### config.mk
export PLATFORM = sky130hd
export DESIGN_NAME = tftp_style_packet_deframer_core
export DESIGN_NICKNAME = d
export VERILOG_FILES = /design/src/rtl/tftpd_pkg.sv /design/src/rtl/tftp_style_packet_deframer_core.sv
export SDC_FILE = /design/constraint.sdc
export NUM_CORES = 1
export LEC_CHECK = 0
export BUFFER_PORTS_ARGS = -buffer_cell sky130_fd_sc_hd__buf_2
export CAP_MARGIN = 20
export CORE_ASPECT_RATIO = 1.4
export CORE_MARGIN = 3
export CORE_UTILIZATION = 54
export CTS_CLUSTER_DIAMETER = 120
export CTS_CLUSTER_SIZE = 40
export DETAILED_ROUTE_END_ITERATION = 10
export PLACE_DENSITY = 0.77
export REMOVE_ABC_BUFFERS = 1
export SLEW_MARGIN = 10
export SYNTH_ARGS = -nofsm -noshare
export SYNTH_HDL_FRONTEND = slang
export SYNTH_SLANG_ARGS = --single-unit
export TNS_END_PERCENT = 20
### constraint.sdc
create_clock -name i_clk -period 6 [get_ports i_clk]
set_clock_uncertainty 0.05 [all_clocks]
set_input_delay 0.9 -clock i_clk [delete_from_list [all_inputs] [get_ports i_clk]]
set_output_delay 0.9 -clock i_clk [all_outputs]
set_load 0.005 [all_outputs]
### src/rtl/tftpd_pkg.sv
package tftpd_pkg;

    // Packet kind held between beats: opcode value, or none / unknown.
    typedef enum logic [3:0] {
        KIND_NONE    = 4'd0,
        KIND_RRQ     = 4'd1,
        KIND_WRQ     = 4'd2,
        KIND_DATA    = 4'd3,
        KIND_ACK     = 4'd4,
        KIND_ERROR   = 4'd5,
        KIND_DIRQ    = 4'd6,
        KIND_LOGRQ   = 4'd7,
        KIND_DELRQ   = 4'd8,
        KIND_BCAST   = 4'd9,
        KIND_DISC    = 4'd10,
        KIND_UNKNOWN = 4'd15
    } t_kind;

    localparam logic       CMD_BEGIN       = 1'b0;
    localparam logic       CMD_BODY        = 1'b1;
    localparam logic [3:0] TYPE_UNKNOWN    = 4'd10;
    localparam logic [15:0] CODE_UNKNOWN   = 16'd4;
    localparam logic [15:0] OPCODE_MAX     = 16'd10;
    localparam logic [2:0] DATA_HDR_BYTES  = 3'd4;
    localparam logic [2:0] DATA_LEN_BYTES  = 3'd2;
    localparam logic [2:0] ERR_HDR_BYTES   = 3'd2;

    typedef struct packed {
        logic [3:0]  packet_type;
        logic        payload_valid;
        logic [7:0]  payload_byte;
        logic        done_res;
        logic [15:0] block_number;
        logic [15:0] data_size;
        logic [15:0] error_code;
        logic [7:0]  broadcast_flag;
    } t_result;

endpackage

### src/rtl/tftp_style_packet_deframer_core.sv
// Channel | Direction | Handshake          | Payload
// input   | in        | i_valid / o_stall  | i_command, i_opcode_value, i_byte_value
// output  | out       | o_valid / i_stall  | o_packet_type ... o_broadcast_flag
//
// One beat per cycle while o_stall is low; the result of an accepted beat is
// formed combinationally from the header state and the beat and registered in
// the output register, or in the skid register while the output is stalled.
// Synchronous active-low reset clears the packet kind, header counters and
// stored header fields, and empties the output and skid registers.
// A stalled output parks one more result in a skid register; o_stall rises
// only while that skid register is full.
module tftp_style_packet_deframer_core (
    input  logic        i_clk,
    input  logic        i_rst_n,
    input  logic        i_valid,
    output logic        o_stall,
    input  logic        i_command,
    input  logic [15:0] i_opcode_value,
    input  logic [7:0]  i_byte_value,
    output logic        o_valid,
    input  logic        i_stall,
    output logic [3:0]  o_packet_type,
    output logic        o_payload_valid,
    output logic [7:0]  o_payload_byte,
    output logic        o_done_res,
    output logic [15:0] o_block_number,
    output logic [15:0] o_data_size,
    output logic [15:0] o_error_code,
    output logic [7:0]  o_broadcast_flag
);

    tftpd_pkg::t_kind   r_kind, n_kind;
    logic [2:0]         r_hdr_cnt, n_hdr_cnt;
    logic [15:0]        r_length, n_length;
    logic [15:0]        r_block, n_block;
    logic [15:0]        r_pay_cnt, n_pay_cnt;
    logic [15:0]        r_error, n_error;
    logic [7:0]         r_bcast, n_bcast;

    tftpd_pkg::t_result r_out, r_skid, res;
    logic               r_out_valid, r_skid_valid;
    logic               res_valid;
    logic               acc;
    logic               take;

    logic [15:0]        len_shift, blk_shift, err_shift;
    logic [15:0]        pay_inc;
    logic [2:0]         hdr_inc;
    logic [3:0]         kind_type;

    assign acc  = i_valid && !r_skid_valid;
    assign take = r_out_valid && !i_stall;

    assign len_shift = {r_length[7:0], i_byte_value};
    assign blk_shift = {r_block[7:0], i_byte_value};
    assign err_shift = {r_error[7:0], i_byte_value};
    assign pay_inc   = r_pay_cnt + 16'd1;
    assign hdr_inc   = r_hdr_cnt + 3'd1;
    assign kind_type = r_kind - 4'd1;

    always_comb begin
        n_kind    = r_kind;
        n_hdr_cnt = r_hdr_cnt;
        n_length  = r_length;
        n_block   = r_block;
        n_pay_cnt = r_pay_cnt;
        n_error   = r_error;
        n_bcast   = r_bcast;
        res       = '0;
        res.packet_type = kind_type;
        res_valid = 1'b0;

        if (i_command == tftpd_pkg::CMD_BEGIN) begin
            if (i_opcode_value == 16'd0) begin
                n_kind = tftpd_pkg::KIND_NONE;
            end else if (i_opcode_value <= tftpd_pkg::OPCODE_MAX) begin
                n_kind = tftpd_pkg::t_kind'(i_opcode_value[3:0]);
            end else begin
                n_kind = tftpd_pkg::KIND_UNKNOWN;
            end
            n_hdr_cnt = '0;
            n_length  = '0;
            n_block   = '0;
            n_pay_cnt = '0;
            n_error   = '0;
            n_bcast   = '0;
        end else begin
            unique case (r_kind)
                tftpd_pkg::KIND_NONE: begin
                end
                tftpd_pkg::KIND_RRQ, tftpd_pkg::KIND_WRQ,
                tftpd_pkg::KIND_LOGRQ, tftpd_pkg::KIND_DELRQ: begin
                    res_valid = 1'b1;
                    if (i_byte_value != 8'd0) begin
                        res.payload_valid = 1'b1;
                        res.payload_byte  = i_byte_value;
                    end else begin
                        res.done_res = 1'b1;
                        n_hdr_cnt = '0;
                        n_length  = '0;
                        n_block   = '0;
                        n_pay_cnt = '0;
                        n_error   = '0;
                        n_bcast   = '0;
                    end
                end
                tftpd_pkg::KIND_DATA: begin
                    if (r_hdr_cnt < tftpd_pkg::DATA_HDR_BYTES) begin
                        if (r_hdr_cnt < tftpd_pkg::DATA_LEN_BYTES) begin
                            n_length = len_shift;
                        end else begin
                            n_block = blk_shift;
                        end
                        n_hdr_cnt = hdr_inc;
                        // zero length closes the packet on the last header byte
                        if (hdr_inc == tftpd_pkg::DATA_HDR_BYTES && r_length == 16'd0) begin
                            res_valid          = 1'b1;
                            res.done_res       = 1'b1;
                            res.block_number   = blk_shift;
                            n_hdr_cnt = '0;
                            n_length  = '0;
                            n_block   = '0;
                            n_pay_cnt = '0;
                            n_error   = '0;
                            n_bcast   = '0;
                        end
                    end else begin
                        res_valid          = 1'b1;
                        res.payload_valid  = 1'b1;
                        res.payload_byte   = i_byte_value;
                        res.block_number   = r_block;
                        res.data_size      = r_length;
                        n_pay_cnt          = pay_inc;
                        if (pay_inc == r_length) begin
                            res.done_res = 1'b1;
                            n_hdr_cnt = '0;
                            n_length  = '0;
                            n_block   = '0;
                            n_pay_cnt = '0;
                            n_error   = '0;
                            n_bcast   = '0;
                        end
                    end
                end
                tftpd_pkg::KIND_ACK: begin
                    if (r_hdr_cnt == 3'd0) begin
                        n_block   = blk_shift;
                        n_hdr_cnt = 3'd1;
                    end else begin
                        res_valid        = 1'b1;
                        res.done_res     = 1'b1;
                        res.block_number = blk_shift;
                        n_hdr_cnt = '0;
                        n_length  = '0;
                        n_block   = '0;
                        n_pay_cnt = '0;
                        n_error   = '0;
                        n_bcast   = '0;
                    end
                end
                tftpd_pkg::KIND_ERROR: begin
                    if (r_hdr_cnt < tftpd_pkg::ERR_HDR_BYTES) begin
                        n_error   = err_shift;
                        n_hdr_cnt = hdr_inc;
                    end else if (i_byte_value == 8'd0) begin
                        // drop message bytes, close on the terminator
                        res_valid      = 1'b1;
                        res.done_res   = 1'b1;
                        res.error_code = r_error;
                        n_hdr_cnt = '0;
                        n_length  = '0;
                        n_block   = '0;
                        n_pay_cnt = '0;
                        n_error   = '0;
                        n_bcast   = '0;
                    end
                end
                tftpd_pkg::KIND_DIRQ, tftpd_pkg::KIND_DISC: begin
                    res_valid    = 1'b1;
                    res.done_res = 1'b1;
                    n_hdr_cnt = '0;
                    n_length  = '0;
                    n_block   = '0;
                    n_pay_cnt = '0;
                    n_error   = '0;
                    n_bcast   = '0;
                end
                tftpd_pkg::KIND_BCAST: begin
                    if (r_hdr_cnt == 3'd0) begin
                        n_bcast   = i_byte_value;
                        n_hdr_cnt = 3'd1;
                    end else begin
                        res_valid          = 1'b1;
                        res.broadcast_flag = r_bcast;
                        if (i_byte_value != 8'd0) begin
                            res.payload_valid = 1'b1;
                            res.payload_byte  = i_byte_value;
                        end else begin
                            res.done_res = 1'b1;
                            n_hdr_cnt = '0;
                            n_length  = '0;
                            n_block   = '0;
                            n_pay_cnt = '0;
                            n_error   = '0;
                            n_bcast   = '0;
                        end
                    end
                end
                default: begin
                    res_valid        = 1'b1;
                    res.packet_type  = tftpd_pkg::TYPE_UNKNOWN;
                    res.done_res     = 1'b1;
                    res.error_code   = tftpd_pkg::CODE_UNKNOWN;
                    n_hdr_cnt = '0;
                    n_length  = '0;
                    n_block   = '0;
                    n_pay_cnt = '0;
                    n_error   = '0;
                    n_bcast   = '0;
                end
            endcase
        end
    end

    always_ff @(posedge i_clk) begin
        if (!i_rst_n) begin
            r_kind    <= tftpd_pkg::KIND_NONE;
            r_hdr_cnt <= '0;
            r_length  <= '0;
            r_block   <= '0;
            r_pay_cnt <= '0;
            r_error   <= '0;
            r_bcast   <= '0;
        end else if (acc) begin
            r_kind    <= n_kind;
            r_hdr_cnt <= n_hdr_cnt;
            r_length  <= n_length;
            r_block   <= n_block;
            r_pay_cnt <= n_pay_cnt;
            r_error   <= n_error;
            r_bcast   <= n_bcast;
        end
    end

    // Output register with one skid entry behind it.
    always_ff @(posedge i_clk) begin
        if (!i_rst_n) begin
            r_out_valid  <= 1'b0;
            r_skid_valid <= 1'b0;
        end else if (take || !r_out_valid) begin
            if (r_skid_valid) begin
                r_out_valid  <= 1'b1;
                r_skid_valid <= 1'b0;
            end else begin
                r_out_valid <= acc && res_valid;
            end
        end else if (acc && res_valid) begin
            r_skid_valid <= 1'b1;
        end
    end

    always_ff @(posedge i_clk) begin
        if (take || !r_out_valid) begin
            if (r_skid_valid) begin
                r_out <= r_skid;
            end else if (acc && res_valid) begin
                r_out <= res;
            end
        end else if (acc && res_valid) begin
            r_skid <= res;
        end
    end

    assign o_stall          = r_skid_valid;
    assign o_valid          = r_out_valid;
    assign o_packet_type    = r_out.packet_type;
    assign o_payload_valid  = r_out.payload_valid;
    assign o_payload_byte   = r_out.payload_byte;
    assign o_done_res       = r_out.done_res;
    assign o_block_number   = r_out.block_number;
    assign o_data_size      = r_out.data_size;
    assign o_error_code     = r_out.error_code;
    assign o_broadcast_flag = r_out.broadcast_flag;

endmodule

==> results.ini, run 1 <==
[drt]
ant_nets=0
detail_route.wl_per_cell_microns=19.1
drtPass1Iterations=5
finalWirelength_microns=23700
num_vias=7468
first_iter_violations=684
vias_per_cell=6.02
drc=0

[placed_design]
gp_congestion=1.01
dp_hpwl_microns=16400
port_buffers=100
placed_cell_area_sq_mm=0.0111

[setup_path]
slowest_delay_ps=920
cpMostUsedCell=o21ai_0
crit_fanout=20
arrival_ps=4160
cp_num_buf_inv=0
end_kind=flop
slowest_stage=a221oi_2
cp_top_family=compound AO/OA/AOI/OAI gates
crit_chain=and4_1 > o21ai_0 > a311oi_1 > o2111a_1 > or4b_4 > a221oi_2 > o21ai_0
cp.required_ps=6270
r2r_slack_ps=2110
worstSetupStartpointType=flop
crit_type=reg2reg

[timing]
slew_violations=0
slew_headroom=0.249
hold_ws_ps=413
period_needed_ps=3890
setup_viol=0
rsz0062_at_grt=no
worstMarginPinSlew_ps=1120
timing.fmax_ghz=0.257
period_share=0.648
hold_viol=0

[yosys]
synth_flop_cell=edfxtp_1
yosys.area.top_type=edfxtp_1
synth-xor-area-share=0.0168
async_flop_share=0
synthTopCellsByArea=edfxtp_1 (40%), dfxtp_1 (16%), mux2_2 (6.7%), nand2_1 (5.3%), mux2i_1 (3.6%)
synth-simple-area-share=0.167
yosys.cell_types.count=67
synth_area_per_cell_sq_um=11.2
synth_top_family_by_area=simple AND/OR/NAND/NOR gates
synth_fa_ha_area_frac=0.0108
synth_mux_area_frac=0.103
postSynthCellCount=932
synth_edf_count=140
synth-compound-area-share=0.112
synth_warnings=0
syn_area_sq_mm=0.0104
synth-seq-cells=221
yosysSeqAreaShare=0.560
netlist.area_leader.share=0.404

[worst_hold_path]
worstHoldPathType=reg2reg

[layout]
seqCellArea_sq_mm=0.00583
drive_above_1_share=0.197
fillers=1574
final_common_cell=nand2_1
nNetsFinal=1032
most-common-layout-cells=nand2_1 (147), edfxtp_1 (140), buf_2 (100)
antenna_cells=0
area_growth_pct=8.98
fin_area_sq_mm=0.0113
multi_input_area_sq_mm=0.00428

[pwr]
p_per_area_mw_per_mm2=226
ir_worst_vdd_mv=0.175
power_mw=2.56
p_leak_nw=4.22

[clocking]
path_clk_slew_ps=130
cts_htree_levels=1
cts-resized-gates=0
cts-root-buf=clkbuf_16
clk_path_buf_depth=3
cts_hold_buf=0
cts_tree=yes
postCtsSetupBuffers=0
cts_buffers=9
clock-sinks=221
clk_latency_ps=480

[outcome]
status=completed

[grt]
track_usage=0.223
grt_pass1_wl_microns=37300
gr-total-overflow=0
first_global_vias=7018
antenna_found_initial=0
grt_max_degree=83

[floorplanning]
core_sq_mm=0.0188
die_area_sq_mm=0.0210
dieWidth_microns=123
fp.dieH_microns=170
fp-row-count=59
io_pins=101
start_util=0.555

[job]
cap_viol_max_count=0

[final cells by class]
class,count,area share
multi-input combinational,635,0.377
timing repair buffer,111,0.0532
sequential,221,0.514
inverter,16,0.00530
clock inverter,1,0.00177
clock buffer,12,0.0209
tap,244,0.0269
[registers in the layout, summed over array words and instances (netlist names)]
name,flops
r_error,16
o_data_size,16
r_kind,4
o_stall,1
o_payload_byte,8
o_error_code,16
o_valid,1
r_skid,70
o_block_number,16
r_length,16
o_done_res,1
r_hdr_cnt,3
o_payload_valid,1
o_broadcast_flag,8
r_pay_cnt,16
r_bcast,8
r_block,16
o_packet_type,4
[where the power goes]
part           leakage, nW  internal, mW  switching (mW)  total, mW
logic                 2.05        0.0690           0.120      0.189
clock network        0.124         0.291           0.442      0.733
registers             2.04          1.63          0.0121       1.64
[synthesized netlist by cell type, types with 10 or more instances]
library cell / instances
and3_1: 27
buf_2: 10
xnor2_1: 17
inv_1: 15
o31ai_1: 10
dfxtp_1: 81
nand3_1: 30
nand2b_1: 13
and2_1: 41
mux2_2: 62
o21ai_0: 29
a22o_1: 11
nor4_1: 16
a21oi_1: 26
nor2_1: 33
clkbuf_1: 43
edfxtp_1: 140
nand2_1: 147
mux2i_1: 37
nor3_1: 10
[per-stage QoR]
step,TNS (ps),util,cells,worst slack [ps]
global route,0,0.604,1240,1890
global placement,0,0.590,1226,1970
floorplan,-17280,-,872,-247
finish,0,0.604,1240,2110
CTS,0,0.604,1239,2120
detailed placement,0,0.590,1226,1890
[kinds of logic (layout without fill, tap and decap cells)]
family                     after synthesis  in the layout
and+or+nand+nor                        350            350
DFF                                    221            221
AOI/OAI and AO/OA                      157            157
muxes                                   99             99
buffers and inverters                   76            140
xor gates and xnor gates                20             20
adders and majority gates                9              9
[path summary, 6_finish.rpt]
| kind | from | end | cells past startpoint |
|---|---|---|---|
| setup reg to reg | r_pay_cnt[8]$_SDFFE_PN0P_ | r_error[11]$_SDFFE_PN0P_ | 7 |
| hold reg to reg | r_error[13]$_SDFFE_PN0P_ | r_error[13]$_SDFFE_PN0P_ | 2 |
| hold / removal | r_error[13]$_SDFFE_PN0P_ | r_error[13]$_SDFFE_PN0P_ | 2 |
| setup / recovery | r_pay_cnt[8]$_SDFFE_PN0P_ | r_error[11]$_SDFFE_PN0P_ | 7 |
[worst register-to-register path, delay by kind of cell (launching register included)]
kind            cells  cell delay [ps]
flops               1              590
compound gates      5             2030
simple gates        2             1090
[per-layer routing]
layer,up-vias,track usage,part of all wire,wire length [microns]
met5,-,0,0,0
met4,0,0.0684,0.028,659
met3,41,0.0176,0.046,1090
met2,222,0.385,0.51,12100
met1,3643,0.298,0.41,9810
li1,3562,-,-,-
Note: power is estimated with default switching activity, not from simulation.
==> inputs of run 2 (changes only) <==
--- a/config.mk
+++ b/config.mk
@@ -5,15 +5,16 @@
 export SDC_FILE = /design/constraint.sdc
 export NUM_CORES = 1
 export LEC_CHECK = 0
+export ABC_AREA = 1
 export BUFFER_PORTS_ARGS = -buffer_cell sky130_fd_sc_hd__buf_2
 export CAP_MARGIN = 20
 export CORE_ASPECT_RATIO = 1.4
 export CORE_MARGIN = 3
-export CORE_UTILIZATION = 54
+export CORE_UTILIZATION = 55
 export CTS_CLUSTER_DIAMETER = 120
 export CTS_CLUSTER_SIZE = 40
 export DETAILED_ROUTE_END_ITERATION = 10
-export PLACE_DENSITY = 0.77
+export PLACE_DENSITY = 0.75
 export REMOVE_ABC_BUFFERS = 1
 export SLEW_MARGIN = 10
 export SYNTH_ARGS = -nofsm -noshare
==> constraint.sdc (replaced) <==
create_clock -name i_clk -period 3.6 [get_ports i_clk]
set_clock_uncertainty 0.05 [all_clocks]
set_input_delay 0.54 -clock i_clk [delete_from_list [all_inputs] [get_ports i_clk]]
set_output_delay 0.54 -clock i_clk [all_outputs]
set_load 0.005 [all_outputs]
==> results.ini, run 2 <==
[outcome]
status=completed

[layout]
seqCellArea_sq_mm=0.00583
regMostFlops=r_skid
fillers=1607
drive_above_1_share=0.119
most-common-layout-cells=nand2_1 (435), nor2_1 (166), edfxtp_1 (140)
final_common_cell=nand2_1
fin_area_sq_mm=0.0115
multi_input_area_sq_mm=0.00403
largest_reg_flops=70
area_growth_pct=9.47
antenna_cells=0
nNetsFinal=1384
final_cells=1592

[timing]
slew_violations=0
hold_ws_ps=247
timing.fmax_ghz=0.334
worstMarginPinSlew_ps=794
setup_slack_ps=609
setup_viol=0
period_needed_ps=2990
fin_setup_tns_ps=0
rsz0062_at_grt=no
hold_viol=0
slew_headroom=0.471
period_share=0.831

[placed_design]
placed_cell_area_sq_mm=0.0113
placedCellCount=1579
dp_hpwl_microns=16500
port_buffers=100
dpl_worst_slack_ps=644
gp_congestion=0.989

[floorplanning]
die_area_sq_mm=0.0208
dieWidth_microns=123
fp.dieH_microns=170
fp-row-count=59
io_pins=101
start_util=0.563
core_sq_mm=0.0187

[grt]
grt_pass1_wl_microns=38900
grtUsageMet1=0.293
grt_max_degree=75
gr-total-overflow=0
use_met2=0.398
track_usage=0.228
antenna_found_initial=0
first_global_vias=7988
use_met3=0.0227
busiest_layer=met2

[yosys]
syn_area_sq_mm=0.0105
synth_warnings=0
async_flop_share=0
ys_top_cells_by_count=nand2_1 (435), nor2_1 (167), edfxtp_1 (140)
synth_flop_cell=edfxtp_1
yosys.cell_types.count=45
netlist.area_leader.share=0.400
synth_area_per_cell_sq_um=8.31
synthTopCellsByArea=edfxtp_1 (40%), nand2_1 (16%), dfxtp_1 (15%), nor2_1 (6.0%), inv_1 (4.2%)
yosysSeqAreaShare=0.554
synth_edf_count=140
synth-seq-cells=221
yosys.area.top_type=edfxtp_1
postSynthCellCount=1265
yosys.cell_count.top_type=nand2_1

[pwr]
total_switching_power_mw=1.20
ir_worst_vdd_mv=0.308
p_leak_nw=4.78
p_per_area_mw_per_mm2=406
pwr-share-seq=0.611
p_int_mw=3.48
swShare=0.257
combPwrFrac=0.124
p_clk_frac=0.265

[clocking]
clk_path_buf_depth=3
postCtsSetupBuffers=0
cts_buffers=9
cts_tree=yes
cts_htree_levels=1
cts-root-buf=clkbuf_16
cts-resized-gates=0
path_clk_slew_ps=140
cts_hold_buf=0
clock-sinks=221
clk_latency_ps=490

[drt]
num_vias=8510
finalWirelength_microns=23700
drc=0
detail_route.wl_per_cell_microns=14.9
ant_nets=0
drtPass1Iterations=8
first_iter_violations=780
vias_per_cell=5.35

[job]
cap_viol_max_count=0

[setup_path]
crit_fanout=70
worstSetupStartpointType=flop
r2r_slack_ps=610
end_kind=flop
cp.required_ps=3710
crit_type=reg2reg
arrival_ps=3100

[worst_hold_path]
worstHoldPathType=in2reg

[run 2: area by class of cell]
| class | instances | area share |
|---|---|---|
| Sequential cell | 221 | 0.506 |
| Multi-Input combinational cell | 877 | 0.350 |
| Timing Repair Buffer | 114 | 0.0548 |
| Inverter | 123 | 0.0401 |
| Tap cell | 244 | 0.0265 |
| Clock buffer | 12 | 0.0205 |
| Clock inverter | 1 | 0.00174 |
[run 2: layer usage]
metal | vias up | part of all wire
met1 | 3952 | 0.42
met2 | 232 | 0.51
met4 | 0 | 0.031
met5 | - | 0
met3 | 55 | 0.045
li1 | 4271 | -
[run 2: critical path, cell delays in order, from the launching register on]
cell and delay (ps):
dfxtp_1 400, inv_2 160, ha_1 190, nand3_1 120
nor4_1 250, nand2_1 130, nand2_1 230, nand2_1 220
nand4_1 120, nand3_1 200, a21boi_4 220, buf_12 340
[run 2: per-stage QoR]
step | power [mW] | utilization
finish | 4.68 | 0.616
global route | 4.88 | 0.616
CTS | 4.70 | 0.616
detailed placement | 3.49 | 0.602
global placement | 3.48 | 0.602
floorplan | 3.28 | -
[run 2: worst paths after layout]
check | from | endpoint | depth (start not counted)
max reg2reg | r_hdr_cnt[2]$_SDFFE_PN0P_ | o_data_size[12]$_DFFE_PP_ | 11
min reg2reg | r_block[12]$_SDFFE_PN0P_ | r_block[12]$_SDFFE_PN0P_ | 2
min | i_opcode_value[3] | r_kind[3]$_SDFFE_PN0P_ | 3
max | r_hdr_cnt[2]$_SDFFE_PN0P_ | o_data_size[12]$_DFFE_PP_ | 11
[run 2: power groups by stage]
stage               logic [mW]  registers [mW]  clock network (mW)
floorplan                0.366            2.92                   0
global placement         0.568            2.91                   0
detailed placement       0.576            2.91                   0
CTS                      0.580            2.86                1.27
global route             0.657            2.87                1.36
finish                   0.582            2.86                1.24
[run 2: logic make-up (layout without fill, tap and decap cells)]
kind of cell	count (synthesis)	after routing	synth area share
simple gates	713	713	0.284
flops	221	221	0.554
buf+inv	167	250	0.0645
compound gates	148	148	0.0793
fa+ha+maj	9	9	0.0107
xor+xnor	7	7	0.00714
==> inputs of run 3 (changes only) <==
--- a/config.mk
+++ b/config.mk
@@ -10,11 +10,11 @@
 export CAP_MARGIN = 20
 export CORE_ASPECT_RATIO = 1.4
 export CORE_MARGIN = 3
-export CORE_UTILIZATION = 55
+export CORE_UTILIZATION = 54
 export CTS_CLUSTER_DIAMETER = 120
 export CTS_CLUSTER_SIZE = 40
 export DETAILED_ROUTE_END_ITERATION = 10
-export PLACE_DENSITY = 0.75
+export PLACE_DENSITY = 0.77
 export REMOVE_ABC_BUFFERS = 1
 export SLEW_MARGIN = 10
 export SYNTH_ARGS = -nofsm -noshare
==> constraint.sdc (replaced) <==
create_clock -name i_clk -period 2.7 [get_ports i_clk]
set_clock_uncertainty 0.05 [all_clocks]
set_input_delay 0.405 -clock i_clk [delete_from_list [all_inputs] [get_ports i_clk]]
set_output_delay 0.405 -clock i_clk [all_outputs]
set_load 0.005 [all_outputs]
==> results.ini, run 3 (synthesis results as in run 2) <==
[outcome]
status=completed

[grt]
antenna_found_initial=0
track_usage=0.235
grt_max_degree=74
gr-total-overflow=0
first_global_vias=8092
grt_pass1_wl_microns=39900

[drt]
finalWirelength_microns=25200
num_vias=8686
vias_per_cell=5.36
drc=0
detail_route.wl_per_cell_microns=15.5
drtPass1Iterations=5
ant_nets=0
first_iter_violations=732

[layout]
fillers=1620
largest_reg_flops=70
fin_area_sq_mm=0.0118
nNetsFinal=1414
seqCellArea_sq_mm=0.00583
multi_input_area_sq_mm=0.00407
drive_above_1_share=0.146
antenna_cells=0
regMostFlops=r_skid
most-common-layout-cells=nand2_1 (435), nor2_1 (162), edfxtp_1 (140)
area_growth_pct=12.4
final_common_cell=nand2_1

[timing]
slew_headroom=0.479
period_needed_ps=2570
slew_violations=0
timing.fmax_ghz=0.390
hold_viol=0
period_share=0.950
setup_viol=0
fin_setup_tns_ps=0
worstMarginPinSlew_ps=782
rsz0062_at_grt=yes

[floorplanning]
fp.dieH_microns=171
io_pins=101
die_area_sq_mm=0.0212
core_sq_mm=0.0188
dieWidth_microns=124
start_util=0.558
fp-row-count=59

[clocking]
cts-root-buf=clkbuf_16
cts_buffers=9
clk_path_buf_depth=3
path_clk_slew_ps=140
clk_latency_ps=490
clock-sinks=221
cts_hold_buf=0
cts_tree=yes
cts_htree_levels=1

[job]
cap_viol_max_count=0

[setup_path]
cp.required_ps=3010
crit_fanout=8
arrival_ps=2870
r2r_slack_ps=130
end_kind=flop
crit_type=reg2reg
worstSetupStartpointType=flop

[placed_design]
port_buffers=100
placed_cell_area_sq_mm=0.0115
gp_congestion=0.937
dp_hpwl_microns=18200

[pwr]
p_leak_nw=4.94
ir_worst_vdd_mv=0.395
p_per_area_mw_per_mm2=535

[worst_hold_path]
worstHoldPathType=in2reg

-- run 3: path summary, 6_finish.rpt --
kind                        startpoint                         to  cells after the start
min reg2reg    r_block[9]$_SDFFE_PN0P_    r_block[9]$_SDFFE_PN0P_                      2
max          r_hdr_cnt[1]$_SDFFE_PN0P_  o_payload_valid$_DFFE_PP_                     12
min                  i_opcode_value[3]     r_kind[3]$_SDFFE_PN0P_                      3
max reg2reg  r_hdr_cnt[1]$_SDFFE_PN0P_  o_payload_valid$_DFFE_PP_                     12
-- run 3: power breakdown --
group          switching, mW  internal, mW
Sequential            0.0773          3.73
Clock                   1.01         0.647
Combinational          0.555         0.300
-- run 3: metrics by stage --
step           instances  worst slack [ps]   util  power, mW  hold WS (ps)
2_1_floorplan       1221             -5910      -       4.38           379
3_3_place_gp        1604               153  0.609       4.70           388
3_5_place_dp        1604              32.9  0.609       4.72           401
4_1_cts             1617              7.98  0.623       6.34          93.0
5_1_grt             1622              -110  0.628       6.57           108
6_report            1622               134  0.628       6.33          98.6
-- run 3: area by class of cell --
| class | instances | share of cell area |
|---|---|---|
| clock buffer | 12 | 0.0200 |
| tap | 244 | 0.0258 |
| clock inverter | 1 | 0.00169 |
| multi-input combinational | 877 | 0.344 |
| inverter | 123 | 0.0394 |
| sequential | 221 | 0.493 |
| timing repair buffer | 144 | 0.0756 |
-- run 3: repair_timing --
action                                  CTS  global route
resized for setup                         0            14
endpoints found under the setup margin    0           135
buffers inserted                          0             5
-- run 3: routing by layer --
metal  share of wire  up-vias  global-route usage  wire length [microns]
met5               0        -                   0                      0
met4           0.030        0              0.0767                    756
met3           0.049       49              0.0212                   1240
li1                -     4324                   -                      -
met2            0.53      261               0.433                  13200
met1            0.40     4052               0.287                   9950
-- run 3: critical path: stages, from the launching register on --
cell	delay (ps)
dfxtp_1	370
buf_4	120
inv_1	60
ha_1	170
nand2_1	110
inv_1	80
nor2_1	310
inv_1	240
nand2_1	170
nand2_1	220
a21oi_1	360
nand2_1	90
nand2_1	80
